===== src/hw/rtl/lcg48_pkg.sv =====
// types and constants for the 48-bit linear congruential generator core
// no dependencies; used by lcg48_random_generator_core
package lcg48_pkg;

	localparam int unsigned StateW = 48;

	typedef enum logic [1:0] {
		CMD_LOAD     = 2'd0,
		CMD_SEED     = 2'd1,
		CMD_XOR_BYTE = 2'd2,
		CMD_READ     = 2'd3
	} command_t;

	typedef struct packed {
		command_t    command;
		logic [47:0] seed_value;
		logic [7:0]  byte_value;
		logic [2:0]  byte_index;
		logic        advance;
	} in_item_t;

	typedef struct packed {
		logic [47:0] fraction;
		logic [31:0] upper_word;
		logic [30:0] positive_word;
	} out_item_t;

	localparam logic [47:0] RESET_STATE = 48'h1234_abcd_330e;
	localparam logic [15:0] SEED_LOW    = 16'h330e;
	localparam logic [31:0] LCG_MULT_LO = 32'hdeec_e66d;
	localparam logic [2:0]  LCG_MULT_HI = 3'h5;
	localparam logic [47:0] LCG_ADD     = 48'h0000_0000_000b;
	localparam logic [2:0]  NUM_LANES   = 3'd6;

endpackage


===== src/hw/rtl/lcg48_random_generator_core.sv =====
// top level of the 48-bit linear congruential generator (drand48 step)
// depends on lcg48_pkg for the item types, command codes and constants
//
// channel   direction  handshake              payload
// -------   ---------  ---------------------  ---------------------------
// in        to core    in_valid / in_stall    in_item  (lcg48_pkg::in_item_t)
// out       from core  out_valid / out_stall  out_item (lcg48_pkg::out_item_t)
// cfg       to core    cfg_we                 cfg_wdata (byte order swap)
//
// one transfer in per cycle unless in_stall is raised, one result per transfer
// input register (s1) -> state update and result register (s2)
// the single-cycle state loop (32x32 multiply plus small cross terms) sets the rate
// reset loads the state with 0x1234abcd330e and clears swap and valid flags
// out_stall holds the result register; s1 still takes one transfer behind it
module lcg48_random_generator_core (
	input  logic                 clk,
	input  logic                 arst_n,
	input  logic                 in_valid,
	output logic                 in_stall,
	input  lcg48_pkg::in_item_t  in_item,
	output logic                 out_valid,
	input  logic                 out_stall,
	output lcg48_pkg::out_item_t out_item,
	input  logic                 cfg_we,
	input  logic                 cfg_wdata
);

	// configuration
	logic swap_q;

	// stage 1: accepted command waiting for the state update
	logic                s1_valid_s1;
	lcg48_pkg::in_item_t item_s1;

	// generator state and result register
	logic [47:0]          state_q;
	logic                 valid_s2;
	lcg48_pkg::out_item_t result_s2;

	// handshake
	logic s2_free;
	logic s1_move;
	logic in_take;

	// next state logic
	logic [47:0] next_state;
	logic [47:0] step_state;
	logic [47:0] xor_state;
	logic [63:0] prod_lo;
	logic [31:0] prod_hi;
	logic [18:0] prod_mid;
	logic [16:0] cross_sum;
	logic [2:0]  lane;

	// result register is free when empty or being drained this cycle
	assign s2_free  = !valid_s2 || !out_stall;
	assign s1_move  = s1_valid_s1 && s2_free;
	assign in_stall = s1_valid_s1 && !s2_free;
	assign in_take  = in_valid && !in_stall;

	always_ff @(posedge clk or negedge arst_n) begin
		if (!arst_n) begin
			swap_q <= 1'b0;
		end else if (cfg_we) begin
			swap_q <= cfg_wdata;
		end
	end

	// x * 0x5deece66d mod 2^48, split so no product is wider than 32x32
	// cross terms only matter in their low 16 bits since they sit at bit 32
	assign prod_lo   = state_q[31:0] * lcg48_pkg::LCG_MULT_LO;
	assign prod_hi   = state_q[47:32] * lcg48_pkg::LCG_MULT_LO[15:0];
	assign prod_mid  = state_q[15:0] * lcg48_pkg::LCG_MULT_HI;
	assign cross_sum = {1'b0, prod_hi[15:0]} + {1'b0, prod_mid[15:0]};
	assign step_state = prod_lo[47:0] + {cross_sum[15:0], 32'h0000_0000}
		+ lcg48_pkg::LCG_ADD;

	// byte lane, flipped in its low bit when byte order swap is set
	assign lane = item_s1.byte_index ^ {2'b00, swap_q};

	always_comb begin
		xor_state = state_q;
		for (int i = 0; i < 6; i++) begin
			if (lane == 3'(i)) begin
				xor_state[i*8 +: 8] = state_q[i*8 +: 8] ^ item_s1.byte_value;
			end
		end
	end

	always_comb begin
		unique case (item_s1.command)
			lcg48_pkg::CMD_LOAD: begin
				next_state = item_s1.seed_value;
			end
			lcg48_pkg::CMD_SEED: begin
				next_state = {item_s1.seed_value[31:0], lcg48_pkg::SEED_LOW};
			end
			lcg48_pkg::CMD_XOR_BYTE: begin
				// lanes six and seven leave the state as it is
				next_state = xor_state;
			end
			lcg48_pkg::CMD_READ: begin
				next_state = item_s1.advance ? step_state : state_q;
			end
			default: begin
				next_state = state_q;
			end
		endcase
	end

	// stage 1 control
	always_ff @(posedge clk or negedge arst_n) begin
		if (!arst_n) begin
			s1_valid_s1 <= 1'b0;
		end else if (in_take) begin
			s1_valid_s1 <= 1'b1;
		end else if (s1_move) begin
			s1_valid_s1 <= 1'b0;
		end
	end

	always_ff @(posedge clk) begin
		if (in_take) begin
			item_s1 <= in_item;
		end
	end

	// state and result control
	always_ff @(posedge clk or negedge arst_n) begin
		if (!arst_n) begin
			state_q  <= lcg48_pkg::RESET_STATE;
			valid_s2 <= 1'b0;
		end else begin
			if (s1_move) begin
				state_q <= next_state;
			end
			if (s1_move) begin
				valid_s2 <= 1'b1;
			end else if (!out_stall) begin
				valid_s2 <= 1'b0;
			end
		end
	end

	always_ff @(posedge clk) begin
		if (s1_move) begin
			result_s2.fraction      <= next_state;
			result_s2.upper_word    <= next_state[47:16];
			result_s2.positive_word <= next_state[47:17];
		end
	end

	assign out_valid = valid_s2;
	assign out_item  = result_s2;

`ifndef SYNTHESIS
	// a finished command shows up as the new state in the result register
	a_result_is_state: assert property (@(posedge clk) disable iff (!arst_n)
		s1_move |=> (out_valid && out_item.fraction == state_q))
		else $error("result does not match generator state");

	// input is only held off while stage 1 is occupied
	a_stall_needs_s1: assert property (@(posedge clk) disable iff (!arst_n)
		in_stall |-> s1_valid_s1)
		else $error("input stalled with stage 1 empty");

	// the state only changes when a command completes
	a_state_quiet: assert property (@(posedge clk) disable iff (!arst_n)
		!s1_move |=> $stable(state_q))
		else $error("state changed without a command");

	// a peek leaves the state untouched
	a_peek_keeps_state: assert property (@(posedge clk) disable iff (!arst_n)
		(s1_move && item_s1.command == lcg48_pkg::CMD_READ && !item_s1.advance)
		|=> $stable(state_q))
		else $error("peek changed the state");
`endif

endmodule

===== config.mk =====
export PLATFORM = sky130hd
export DESIGN_NAME = lcg48_random_generator_core
export DESIGN_NICKNAME = d
export VERILOG_FILES = /design/src/hw/rtl/lcg48_pkg.sv /design/src/hw/rtl/lcg48_random_generator_core.sv
export SDC_FILE = /design/constraint.sdc
export NUM_CORES = 2
export LEC_CHECK = 0
export BUFFER_PORTS_ARGS = -buffer_cell sky130_fd_sc_hd__buf_2
export CORE_AREA = 2 2 245 199
export CTS_CLUSTER_DIAMETER = 80
export DETAILED_ROUTE_END_ITERATION = 8
export DIE_AREA = 0 0 247 201
export PLACE_DENSITY = 0.78
export SLEW_MARGIN = 40
export SYNTH_ARGS = -nofsm -noshare
export SYNTH_HDL_FRONTEND = slang
export SYNTH_SLANG_ARGS = --single-unit

===== constraint.sdc =====
create_clock -name clk -period 11.8 [get_ports clk]
set_clock_uncertainty 0.2 [all_clocks]
set_input_delay 1.77 -clock clk [delete_from_list [all_inputs] [get_ports clk]]
set_output_delay 1.77 -clock clk [all_outputs]
set_load 0.03 [all_outputs]

==> results.cfg <==
[global_route]
antenna_found_initial = 1
grt_use_total = 0.391
grt_pass1_wl_um = 139000
grt_pass1_vias = 21700
gr-total-overflow = 0
grt_max_degree = 92

[cells_and_area]
area_growth_pct = 6.03
fillers = 3815
final_nets = 3719
drive_above_1_share = 0.107
antennaDiodeCount = 0

[critical_path]
slowest_delay_ns = 0.61
r2r_start = state_q[36]
path_buf_inv = 5
ff2ff_path_depth = 32
rrSetupSlack_ns = 2.80
required_ns = 11.76
critPathCaptureType = register
cp.arrival_ns = 8.96
cp_common_cell = fa_1
cp_slowest_cell = dfstp_2
critPathKind = reg2reg
critPathMaxFanout = 9
crit_family = adder cells
r2r_end = out_item[110]
start_kind = register

[clocking]
cts-resized-gates = 0
clkLatencyLatePin_ns = 0.44
cts_buffers = 17
cts_buffer_depth = 2
path_clk_slew_ns = 0.07
postCtsHoldBufs = 0
htreeDepth = 4
post_cts_buffers = 0
cts_tree = done
cts.sinks = 161
cts_root_buffer = clkbuf_16

[synthesis]
synth_top_cell_by_area = fa_1
synth_edf_count = 110
synth_top_cell_area_share = 0.366
async_reset_ff_frac = 0.317
synthTopCellsByArea = fa_1 (37%), ha_1 (15%), edfxtp_1 (12%)
synthFlopType = edfxtp_1
avgSynthCellArea_um2 = 10.3
ys_types = 79
yosysSeqAreaShare = 0.165
syn_nets = 3633
netlist_area_mm2 = 0.0279
synth_seq_cells = 161
yosysWarnings = 0
netlist_instances = 2710

[placed_design]
port_buffers = 180
hpwl_um = 80300
routabilityCongestion = 1.04

[status]
status = finished, final reports clean

[sta]
period_share = 0.763
slew_headroom = 0.403
hold_ws_ns = 0.323
fin_setup_tns_ns = 0
hold_violations = 0
rsz0062_at_grt = no
drv_slew = 0
setup_violations = 0
worst_pin_slew_ns = 0.896
fmax_ghz = 0.111
finalCriticalPeriod_ns = 9.00

[floorplan]
std_cell_rows = 72
coreArea_mm2 = 0.0475
ios = 181
dieArea_mm2 = 0.0496
initial_core_util = 0.589
dieWidth_um = 247
die_h_um = 201

[routing]
totalWireLength_um = 93300
drc_errors = 0
vias_per_cell = 6.03
vias = 20700
drtPass1Iterations = 7
wl_per_cell_um = 27.1
drt-initial-drc-count = 2725
ant_nets = 0

[job]
max_cap_viol_count = 0

[worst_hold_path]
min-delay-start = s1_valid_s1
min_path_cells = 1
min_path_type = reg2reg
whs_endpoint = out_valid
[cells by family after synthesis]
logic type / count (synthesis) / synth area share
simple gates: 338 / 0.0550
buf+inv: 821 / 0.119
compound gates: 374 / 0.0871
xor+xnor: 123 / 0.0386
mux: 38 / 0.0153
fa+ha+maj: 855 / 0.520
flops: 161 / 0.165
[registers in the layout, summed over array words and instances, names as in the netlist]
| register | count |
|---|---|
| item_s1 | 62 |
| out_item | 48 |
| out_valid | 1 |
| s1_valid_s1 | 1 |
| state_q | 48 |
| swap_q | 1 |
[cells in the mapped netlist, drive strengths merged, types with 5 or more instances]
master,n
mux2,24
or2,8
a21boi,5
a22oi,5
a211oi,19
ha,344
nor2,103
xnor2,91
o32a,5
a31oi,8
nor3,21
buf,76
mux2i,13
nand2b,12
nand3,18
edfxtp,110
o21bai,11
dfrtp,29
o221ai,6
o21a,11
a21oi,103
inv,694
dfstp,22
nand4,15
o22ai,13
o211ai,6
and3,6
and2,6
o31ai,6
clkbuf,50
fa,511
a21o,29
o21ai,98
nor2b,10
nand2,121
xor2,32
[metrics by stage]
| stage | util | setup WS (ns) | cell area [um^2] | instances |
|---|---|---|---|---|
| 5_1_grt | 0.624 | 2.34 | 29600 | 3438 |
| 3_5_place_dp | 0.611 | 2.88 | 29000 | 3406 |
| 2_1_floorplan | - | 3.42 | 27900 | 2710 |
| 6_report | 0.624 | 2.80 | 29600 | 3438 |
| 3_3_place_gp | 0.611 | 2.98 | 29000 | 3406 |
| 4_1_cts | 0.624 | 2.85 | 29600 | 3438 |
[worst max-delay path by stage]
stage,from,end,depth (start not counted)
after global placement,state_q[36],out_item[109],32
after CTS,state_q[36],out_item[110],32
final,state_q[36],out_item[110],32
after global routing,state_q[4],out_item[109],30
after floorplan,state_q[36],state_q[44],32
after detailed placement,state_q[36],out_item[109],32
[cell type report]
cell class	count	area, um^2	area share
clock inverters	11	121	0.00410
flip-flops and latches	161	4610	0.156
repair buffers	193	1000	0.0338
clock buffers	21	470	0.0159
multi-input cells	1728	20000	0.676
inverters	695	2610	0.0881
well taps	629	787	0.0266
[layer usage]
layer,wire [um],GRT usage
met4,4430,0.138
met5,9,0
met1,36300,0.543
met3,11200,0.105
met2,41300,0.594
[cells in the final DEF (no fill, tap or decap), types with 7 or more instances in the layout]
| cell type | count |
|---|---|
| inv_1 | 692 |
| fa_1 | 511 |
| ha_1 | 344 |
| buf_2 | 180 |
| nand2_1 | 120 |
| edfxtp_1 | 110 |
| a21oi_1 | 102 |
| nor2_1 | 100 |
| o21ai_0 | 92 |
| xnor2_1 | 91 |
| xor2_1 | 32 |
| a21o_1 | 29 |
| dfrtp_1 | 29 |
| mux2_2 | 23 |
| dfstp_2 | 22 |
| a211oi_1 | 19 |
| nor3_1 | 19 |
| nand3_1 | 18 |
| clkbuf_16 | 17 |
| nand4_1 | 15 |
| mux2i_1 | 13 |
| o22ai_1 | 13 |
| nand2b_1 | 12 |
| buf_4 | 12 |
| o21bai_1 | 11 |
| o21a_1 | 11 |
| nor2b_1 | 10 |
| or2_2 | 8 |
| a31oi_1 | 7 |
[worst reg2reg max path, delay by kind of cell (launching register included)]
kind	cells	cell delay, ns
DFF	1	0.61
adders and majority gates	13	5.56
xor gates and xnor gates	2	0.40
buffers and inverters	5	0.30
AOI/OAI and AO/OA	10	1.39
and+or+nand+nor	2	0.27
Power is not shown: default switching activity piles up to over one toggle a cycle in this logic, so the estimate is an artifact.
